File: config.mk
export PLATFORM = sky130hd
export DESIGN_NAME = bounded_array_list
export DESIGN_NICKNAME = d
export VERILOG_FILES = /design/src/hdl/bal_pkg.sv /design/src/hdl/bounded_array_list.sv /design/src/hdl/bal_cell.sv
export SDC_FILE = /design/constraint.sdc
export NUM_CORES = 2
export LEC_CHECK = 0
export ABC_AREA = 1
export BUFFER_PORTS_ARGS = -buffer_cell sky130_fd_sc_hd__buf_2
export CAP_MARGIN = 30
export CORE_MARGIN = 4
export CORE_UTILIZATION = 30
export CTS_CLUSTER_SIZE = 14
export DETAILED_ROUTE_END_ITERATION = 7
export GPL_TIMING_DRIVEN = 0
export SLEW_MARGIN = 15
export SYNTH_ARGS = -nofsm -noshare
export SYNTH_HDL_FRONTEND = slang
export SYNTH_SLANG_ARGS = --single-unit
File: constraint.sdc
create_clock -name clk -period 7.6 [get_ports clk]
set_input_delay 1.52 -clock clk [delete_from_list [all_inputs] [get_ports clk]]
set_output_delay 1.52 -clock clk [all_outputs]
set_load 0.02 [all_outputs]
File: src/hdl/bal_pkg.sv
// shared types and codes for the bounded array list
// request and result structs, request and status codes, cell commands
// no dependencies
package bal_pkg;

	localparam int DEPTH_DEF = 16;

	typedef enum logic [2:0] {
		REQ_PUSH_BACK  = 3'd0,
		REQ_PUSH_FRONT = 3'd1,
		REQ_POP_FRONT  = 3'd2,
		REQ_POP_BACK   = 3'd3,
		REQ_SEARCH     = 3'd4,
		REQ_REMOVE     = 3'd5
	} req_code_t;

	typedef enum logic [1:0] {
		ST_OK       = 2'd0,
		ST_FULL     = 2'd1,
		ST_EMPTY    = 2'd2,
		ST_NOTFOUND = 2'd3
	} status_t;

	typedef enum logic [1:0] {
		CMD_HOLD    = 2'd0,
		CMD_LOAD    = 2'd1,
		CMD_FROM_LO = 2'd2,
		CMD_FROM_HI = 2'd3
	} cell_cmd_t;

	typedef struct packed {
		cell_cmd_t cmd;
		logic      cmp;
		logic      live;
	} cell_ctl_t;

	typedef struct packed {
		logic [2:0]         req_type;
		logic signed [31:0] value;
	} bal_req_t;

	typedef struct packed {
		logic [1:0]         status;
		logic [3:0]         found_index;
		logic [4:0]         count;
		logic signed [31:0] removed_value;
	} bal_rsp_t;

endpackage

File: src/hdl/bounded_array_list.sv
// top level of the bounded array list: a row of bal_cell slots plus the
// request decode, count register and result register; depends on bal_pkg
//
// For each item, at the accepting edge every cell compares its entry
// with the value; in the next cycle (busy high) the first match is
// picked along the row of cells, the cells load or shift, and the
// result is registered. The result shows for one cycle with done high,
// the cycle after busy, and a new item may be accepted in that same
// cycle; no new item is accepted while busy is high. The first-match
// carry ripples through all DEPTH cells and sets the clock limit. The
// receiver cannot stall: a result not taken in its done cycle is gone.
module bounded_array_list import bal_pkg::*; #(
	parameter int DEPTH = DEPTH_DEF
) (
	input  logic     clk,
	input  logic     arst_n,
	input  logic     start,
	input  bal_req_t req,
	output logic     busy,
	output logic     done,
	output bal_rsp_t rsp
);

	localparam int CW = $clog2(DEPTH + 1);
	localparam int IW = (DEPTH > 1) ? $clog2(DEPTH) : 1;

	logic               pend_q;
	logic               done_q;
	logic [CW-1:0]      cnt_q;
	logic [2:0]         op_q;
	logic signed [31:0] val_q;
	bal_rsp_t           rsp_q;

	cell_ctl_t          ctl     [DEPTH];
	logic signed [31:0] entry   [DEPTH];
	logic               hit     [DEPTH+1];
	logic               first   [DEPTH];

	logic               accept;
	logic               full;
	logic               empty;
	logic [IW-1:0]      first_idx;
	logic signed [31:0] first_val;
	logic signed [31:0] last_val;
	logic [CW-1:0]      cnt_d;
	logic [1:0]         st_d;
	logic [IW-1:0]      idx_d;
	logic signed [31:0] rem_d;
	logic [IW+3:0]      idx_ext;
	logic [CW+4:0]      cnt_ext;

	assign accept = start && !pend_q;
	assign full   = (cnt_q == CW'(DEPTH));
	assign empty  = (cnt_q == '0);
	assign hit[0] = 1'b0;

	for (genvar g = 0; g < DEPTH; g++) begin : g_cell
		logic signed [31:0] lo_n;
		logic signed [31:0] hi_n;
		if (g == 0) begin : g_lo_edge
			assign lo_n = val_q;
		end else begin : g_lo
			assign lo_n = entry[g-1];
		end
		if (g == DEPTH - 1) begin : g_hi_edge
			assign hi_n = entry[g];
		end else begin : g_hi
			assign hi_n = entry[g+1];
		end
		bal_cell u_cell (
			.clk      (clk),
			.arst_n   (arst_n),
			.ctl      (ctl[g]),
			.key      (req.value),
			.load_val (val_q),
			.lo_entry (lo_n),
			.hi_entry (hi_n),
			.hit_in   (hit[g]),
			.entry    (entry[g]),
			.hit_out  (hit[g+1]),
			.first    (first[g])
		);
	end

	// one-hot selects folded into index and data
	always_comb begin
		first_idx = '0;
		first_val = '0;
		last_val  = '0;
		for (int i = 0; i < DEPTH; i++) begin
			if (first[i]) begin
				first_idx = first_idx | IW'(i);
				first_val = first_val | entry[i];
			end
			if (CW'(i + 1) == cnt_q) begin
				last_val = last_val | entry[i];
			end
		end
	end

	always_comb begin
		cnt_d = cnt_q;
		st_d  = ST_OK;
		idx_d = '0;
		rem_d = '0;
		for (int i = 0; i < DEPTH; i++) begin
			ctl[i].cmd  = CMD_HOLD;
			ctl[i].cmp  = accept;
			ctl[i].live = (CW'(i) < cnt_q);
		end
		if (pend_q) begin
			unique case (op_q)
				REQ_PUSH_BACK: begin
					if (full) begin
						st_d = ST_FULL;
					end else begin
						cnt_d = cnt_q + 1'b1;
						for (int i = 0; i < DEPTH; i++) begin
							if (CW'(i) == cnt_q) ctl[i].cmd = CMD_LOAD;
						end
					end
				end
				REQ_PUSH_FRONT: begin
					if (full) begin
						st_d = ST_FULL;
					end else begin
						cnt_d = cnt_q + 1'b1;
						for (int i = 0; i < DEPTH; i++) begin
							ctl[i].cmd = (i == 0) ? CMD_LOAD : CMD_FROM_LO;
						end
					end
				end
				REQ_POP_FRONT: begin
					if (empty) begin
						st_d = ST_EMPTY;
					end else begin
						cnt_d = cnt_q - 1'b1;
						rem_d = entry[0];
						for (int i = 0; i < DEPTH; i++) begin
							ctl[i].cmd = CMD_FROM_HI;
						end
					end
				end
				REQ_POP_BACK: begin
					if (empty) begin
						st_d = ST_EMPTY;
					end else begin
						cnt_d = cnt_q - 1'b1;
						rem_d = last_val;
					end
				end
				REQ_SEARCH: begin
					if (hit[DEPTH]) begin
						idx_d = first_idx;
					end else begin
						st_d = ST_NOTFOUND;
					end
				end
				REQ_REMOVE: begin
					if (empty) begin
						st_d = ST_EMPTY;
					end else if (!hit[DEPTH]) begin
						st_d = ST_NOTFOUND;
					end else begin
						cnt_d = cnt_q - 1'b1;
						idx_d = first_idx;
						rem_d = first_val;
						// the match and everything behind it close the gap
						for (int i = 0; i < DEPTH; i++) begin
							if (hit[i+1]) ctl[i].cmd = CMD_FROM_HI;
						end
					end
				end
				default: begin
				end
			endcase
		end
	end

	assign idx_ext = {4'b0, idx_d};
	assign cnt_ext = {5'b0, cnt_d};

	always_ff @(posedge clk or negedge arst_n) begin
		if (!arst_n) begin
			pend_q <= 1'b0;
			done_q <= 1'b0;
			cnt_q  <= '0;
		end else begin
			pend_q <= accept;
			done_q <= pend_q;
			if (pend_q) cnt_q <= cnt_d;
		end
	end

	always_ff @(posedge clk) begin
		if (accept) begin
			op_q  <= req.req_type;
			val_q <= req.value;
		end
		if (pend_q) begin
			rsp_q.status        <= st_d;
			rsp_q.found_index   <= idx_ext[3:0];
			rsp_q.count         <= cnt_ext[4:0];
			rsp_q.removed_value <= rem_d;
		end
	end

	assign busy = pend_q;
	assign done = done_q;
	assign rsp  = rsp_q;

endmodule

File: src/hdl/bal_cell.sv
// one slot of the list: holds an entry, compares it against a key and
// shifts to or from its neighbors; depends on bal_pkg
module bal_cell import bal_pkg::*; (
	input  logic               clk,
	input  logic               arst_n,
	input  cell_ctl_t          ctl,
	input  logic signed [31:0] key,
	input  logic signed [31:0] load_val,
	input  logic signed [31:0] lo_entry,
	input  logic signed [31:0] hi_entry,
	input  logic               hit_in,
	output logic signed [31:0] entry,
	output logic               hit_out,
	output logic               first
);

	logic signed [31:0] entry_q;
	logic               match_q;

	always_ff @(posedge clk) begin
		case (ctl.cmd)
			CMD_LOAD:    entry_q <= load_val;
			CMD_FROM_LO: entry_q <= lo_entry;
			CMD_FROM_HI: entry_q <= hi_entry;
			default:     entry_q <= entry_q;
		endcase
	end

	always_ff @(posedge clk or negedge arst_n) begin
		if (!arst_n) begin
			match_q <= 1'b0;
		end else if (ctl.cmp) begin
			match_q <= ctl.live && (entry_q == key);
		end
	end

	// running or of matches from the front of the row
	assign hit_out = hit_in | match_q;
	assign first   = match_q & ~hit_in;
	assign entry   = entry_q;

endmodule

==> impl_metrics.json <==
{
  "synthArstFlopShare_pct": 3.75,
  "max_cap_viol_count": 0,
  "routedWlPerCell_um": 53.7,
  "synth_cell_type_count": 63,
  "path_max_fanout": 10,
  "setup_violations": 0,
  "synth-main-ff-cell": "edfxtp_1",
  "yosysTopAreaCell": "edfxtp_1",
  "yosys_warnings": 0,
  "clock_skew_ns": 0.0334,
  "design_area_um2": 49400,
  "nets": 5611,
  "peakVddDrop_mv": 0.209,
  "yosys-top-cells-area": "edfxtp_1 (42%), nand2_1 (13%), inv_1 (4.3%)",
  "track_usage_pct": 53.0,
  "drtAntennaViolNets": 0,
  "grt_first_pass_wirelength_mm": 503,
  "root_buffer": "clkbuf_16",
  "cts_setup_buffers": 0,
  "syn_nets": 5320,
  "slew_viol_final": 0,
  "p_total_uw": 11500,
  "cts_tree": "built",
  "drt-initial-drc-count": 11100,
  "clock_path_buffers": 3,
  "viasPerCell": 7.06,
  "grt_pass1_vias": 47000,
  "fin_crit_sh_pct": 80.4,
  "fp.dieArea_um2": 146000,
  "placed_area_um2": 46300,
  "drc": 1,
  "worst_slew_pin_slew_ns": 1.30,
  "synth_edf_count": 590,
  "drive_above_1_share_pct": 11.4,
  "path_clk_slew_ns": 0.06,
  "numCtsBuffers": 83,
  "crit_type": "reg2reg",
  "status": "complete, but fails checks",
  "synth_area_per_cell_um2": 7.96,
  "via_count": 53100,
  "rows": 136,
  "stdcell_count": 7523,
  "overflow": 0,
  "antenna_found_initial": 43,
  "core_area_um2": 138000,
  "synth_top_area_share_pct": 42.2,
  "timing.final.ws_setup_ns": 1.49,
  "drtPass1Iterations": 8,
  "crit_required_ns": 8.01,
  "place_hpwl_mm": 319,
  "rsz0062_at_grt": "no",
  "io_pins": 83,
  "total_leakage_power_uw": 0.0193,
  "dp_cells": 7324,
  "power_density_nw_per_um2": 233,
  "synth-seq-cells": 613,
  "gp_congestion": 1.16,
  "cp-end-kind": "flop",
  "clkLatencyLatePin_ns": 0.75,
  "hold_path.class": "reg2reg",
  "area_growth_syn_to_layout_pct": 17.6,
  "chipHeight_um": 382,
  "dpl_worst_slack_ns": 2.21,
  "synthCells": 5276,
  "htreeDepth": 3,
  "cts_hold_buf": 0,
  "post_cts_resize_count": 0,
  "die_w_um": 382,
  "start_util_pct": 30.4,
  "fillers": 14900,
  "seq_area_frac_synth_pct": 43.6,
  "violations": "design-rule violations",
  "syn-cell-area_um2": 42000,
  "layout_min_cycle_time_ns": 6.11,
  "drt-total-wl_mm": 404,
  "maxSlewHeadroom_pct": 13.0,
  "clock-sinks": 613,
  "hold_violations": 0,
  "cp.arrival_ns": 6.52,
  "setup_tns_ns": 0,
  "grt_max_degree": 34,
  "port_buffers": 82,
  "fmax_mhz": 164,
  "start_kind": "flop"
}
==> state kept, by name, indices dropped and copies added, names as in the netlist <==
register / flops
g_cell.u_cell.entry: 512
cnt_q: 5
busy: 1
rsp: 43
g_cell.lo_n: 32
done: 1
op_q: 3
g_cell.u_cell.match_q: 16
==> critical path, cell delays in order (launching register included) <==
cell	delay [ns]
dfrtp_1	0.44
clkbuf_1	0.45
nand2_1	0.35
nor2_1	1.07
nand2_1	1.02
clkbuf_2	0.70
nor2_1	0.21
o21ai_0	0.11
ha_1	0.19
clkbuf_1	0.31
clkbuf_1	0.57
nand2_1	0.22
o21ai_0	0.13
==> cell usage in the layout (no fill, tap or decap), types with 63 or more instances in the layout <==
| cell | n |
|---|---|
| o221ai_1 | 187 |
| nor2_1 | 371 |
| nand3_1 | 289 |
| o22ai_1 | 245 |
| xor2_1 | 152 |
| inv_1 | 477 |
| edfxtp_1 | 590 |
| clkbuf_16 | 83 |
| nor4_1 | 68 |
| nand2_1 | 1481 |
| clkbuf_1 | 153 |
| a221oi_1 | 66 |
| buf_6 | 63 |
| a22oi_1 | 142 |
| buf_2 | 216 |
| a21oi_1 | 129 |
| o21ai_0 | 208 |
==> through the flow <==
| stage | hold slack (ns) | utilization (%) |
|---|---|---|
| after floorplan | 0.469 | - |
| after global placement | 0.534 | 32.4 |
| after detailed placement | 0.558 | 33.5 |
| after CTS | 0.573 | 35.5 |
| after global routing | 0.594 | 35.7 |
| final | 0.577 | 35.7 |
==> power breakdown <==
group	switching (uW)	leakage, uW	total (uW)	internal [uW]
clock network	1910	0.00132	4240	2330
registers	371	0.00576	4370	4000
logic	2260	0.0122	2890	628
==> final timing paths <==
check	from	end	slack, ns	depth (start not counted)
max	cnt_q[1]	g_cell[15].u_cell.entry[11]	1.49	12
min	g_cell[7].u_cell.entry[8]	g_cell[6].u_cell.entry[8]	0.58	2
max reg2reg	cnt_q[1]	g_cell[15].u_cell.entry[11]	1.49	12
min reg2reg	g_cell[7].u_cell.entry[8]	g_cell[6].u_cell.entry[8]	0.58	2
max in group asynchronous	arst_n	g_cell[12].u_cell.match_q	6.21	2
min in group asynchronous	arst_n	g_cell[0].u_cell.match_q	0.79	1
==> kinds of logic (layout without fill, tap and decap cells) <==
kind of cell,Yosys count,after routing,synth area share [%]
buffers and inverters,877,1232,8.67
AND/OR/NAND/NOR,2389,2389,24.0
AO/OA/AOI/OAI,1177,1177,19.1
other,0,29,0
adder cells (fa/ha/maj),6,6,0.179
flip-flops,613,613,43.6
XOR/XNOR,214,214,4.47
==> cell usage after synthesis, types with 5 or more instances <==
cell	instances
a31oi_1	8
inv_1	478
dfrtp_1	23
nand2_1	1494
nor4_1	72
nor2_2	12
nor2_1	373
a22oi_1	142
buf_1	21
buf_2	114
o22ai_1	245
xnor2_1	62
nor3_1	36
o21ai_1	50
nand4_1	56
a221oi_1	67
nor2_4	13
or4_1	5
a21oi_1	129
buf_4	24
o221ai_1	187
ha_1	6
nor4b_1	5
o2111ai_1	36
o21ai_0	209
a211oi_1	10
clkinv_1	15
o211ai_1	45
a41oi_1	15
buf_6	15
edfxtp_1	590
clkbuf_1	190
xor2_1	152
inv_2	19
a2111oi_0	14
nand3_1	289
nand2_2	8
==> cell type report <==
type / instances / area [um^2] / area share (%)
Sequential cell: 613 / 18300 / 37.1
Clock buffer: 91 / 2120 / 4.29
Tap cell: 1863 / 2330 / 4.72
Antenna cell: 29 / 72.6 / 0.147
Inverter: 513 / 1930 / 3.91
Timing Repair Buffer: 206 / 2060 / 4.18
Buffer: 364 / 1780 / 3.61
Multi-Input combinational cell: 3786 / 20200 / 40.8
Clock inverter: 58 / 602 / 1.22
==> per-layer routing <==
layer,global-route usage [%],routed length (um),vias up
li1,-,-,19300
met1,61.1,140000,26100
met2,72.8,158000,5901
met3,24.9,59500,1781
met4,46.9,46500,20
met5,1.75,553,-
No activity file was read; power rests on OpenSTA's default activity.
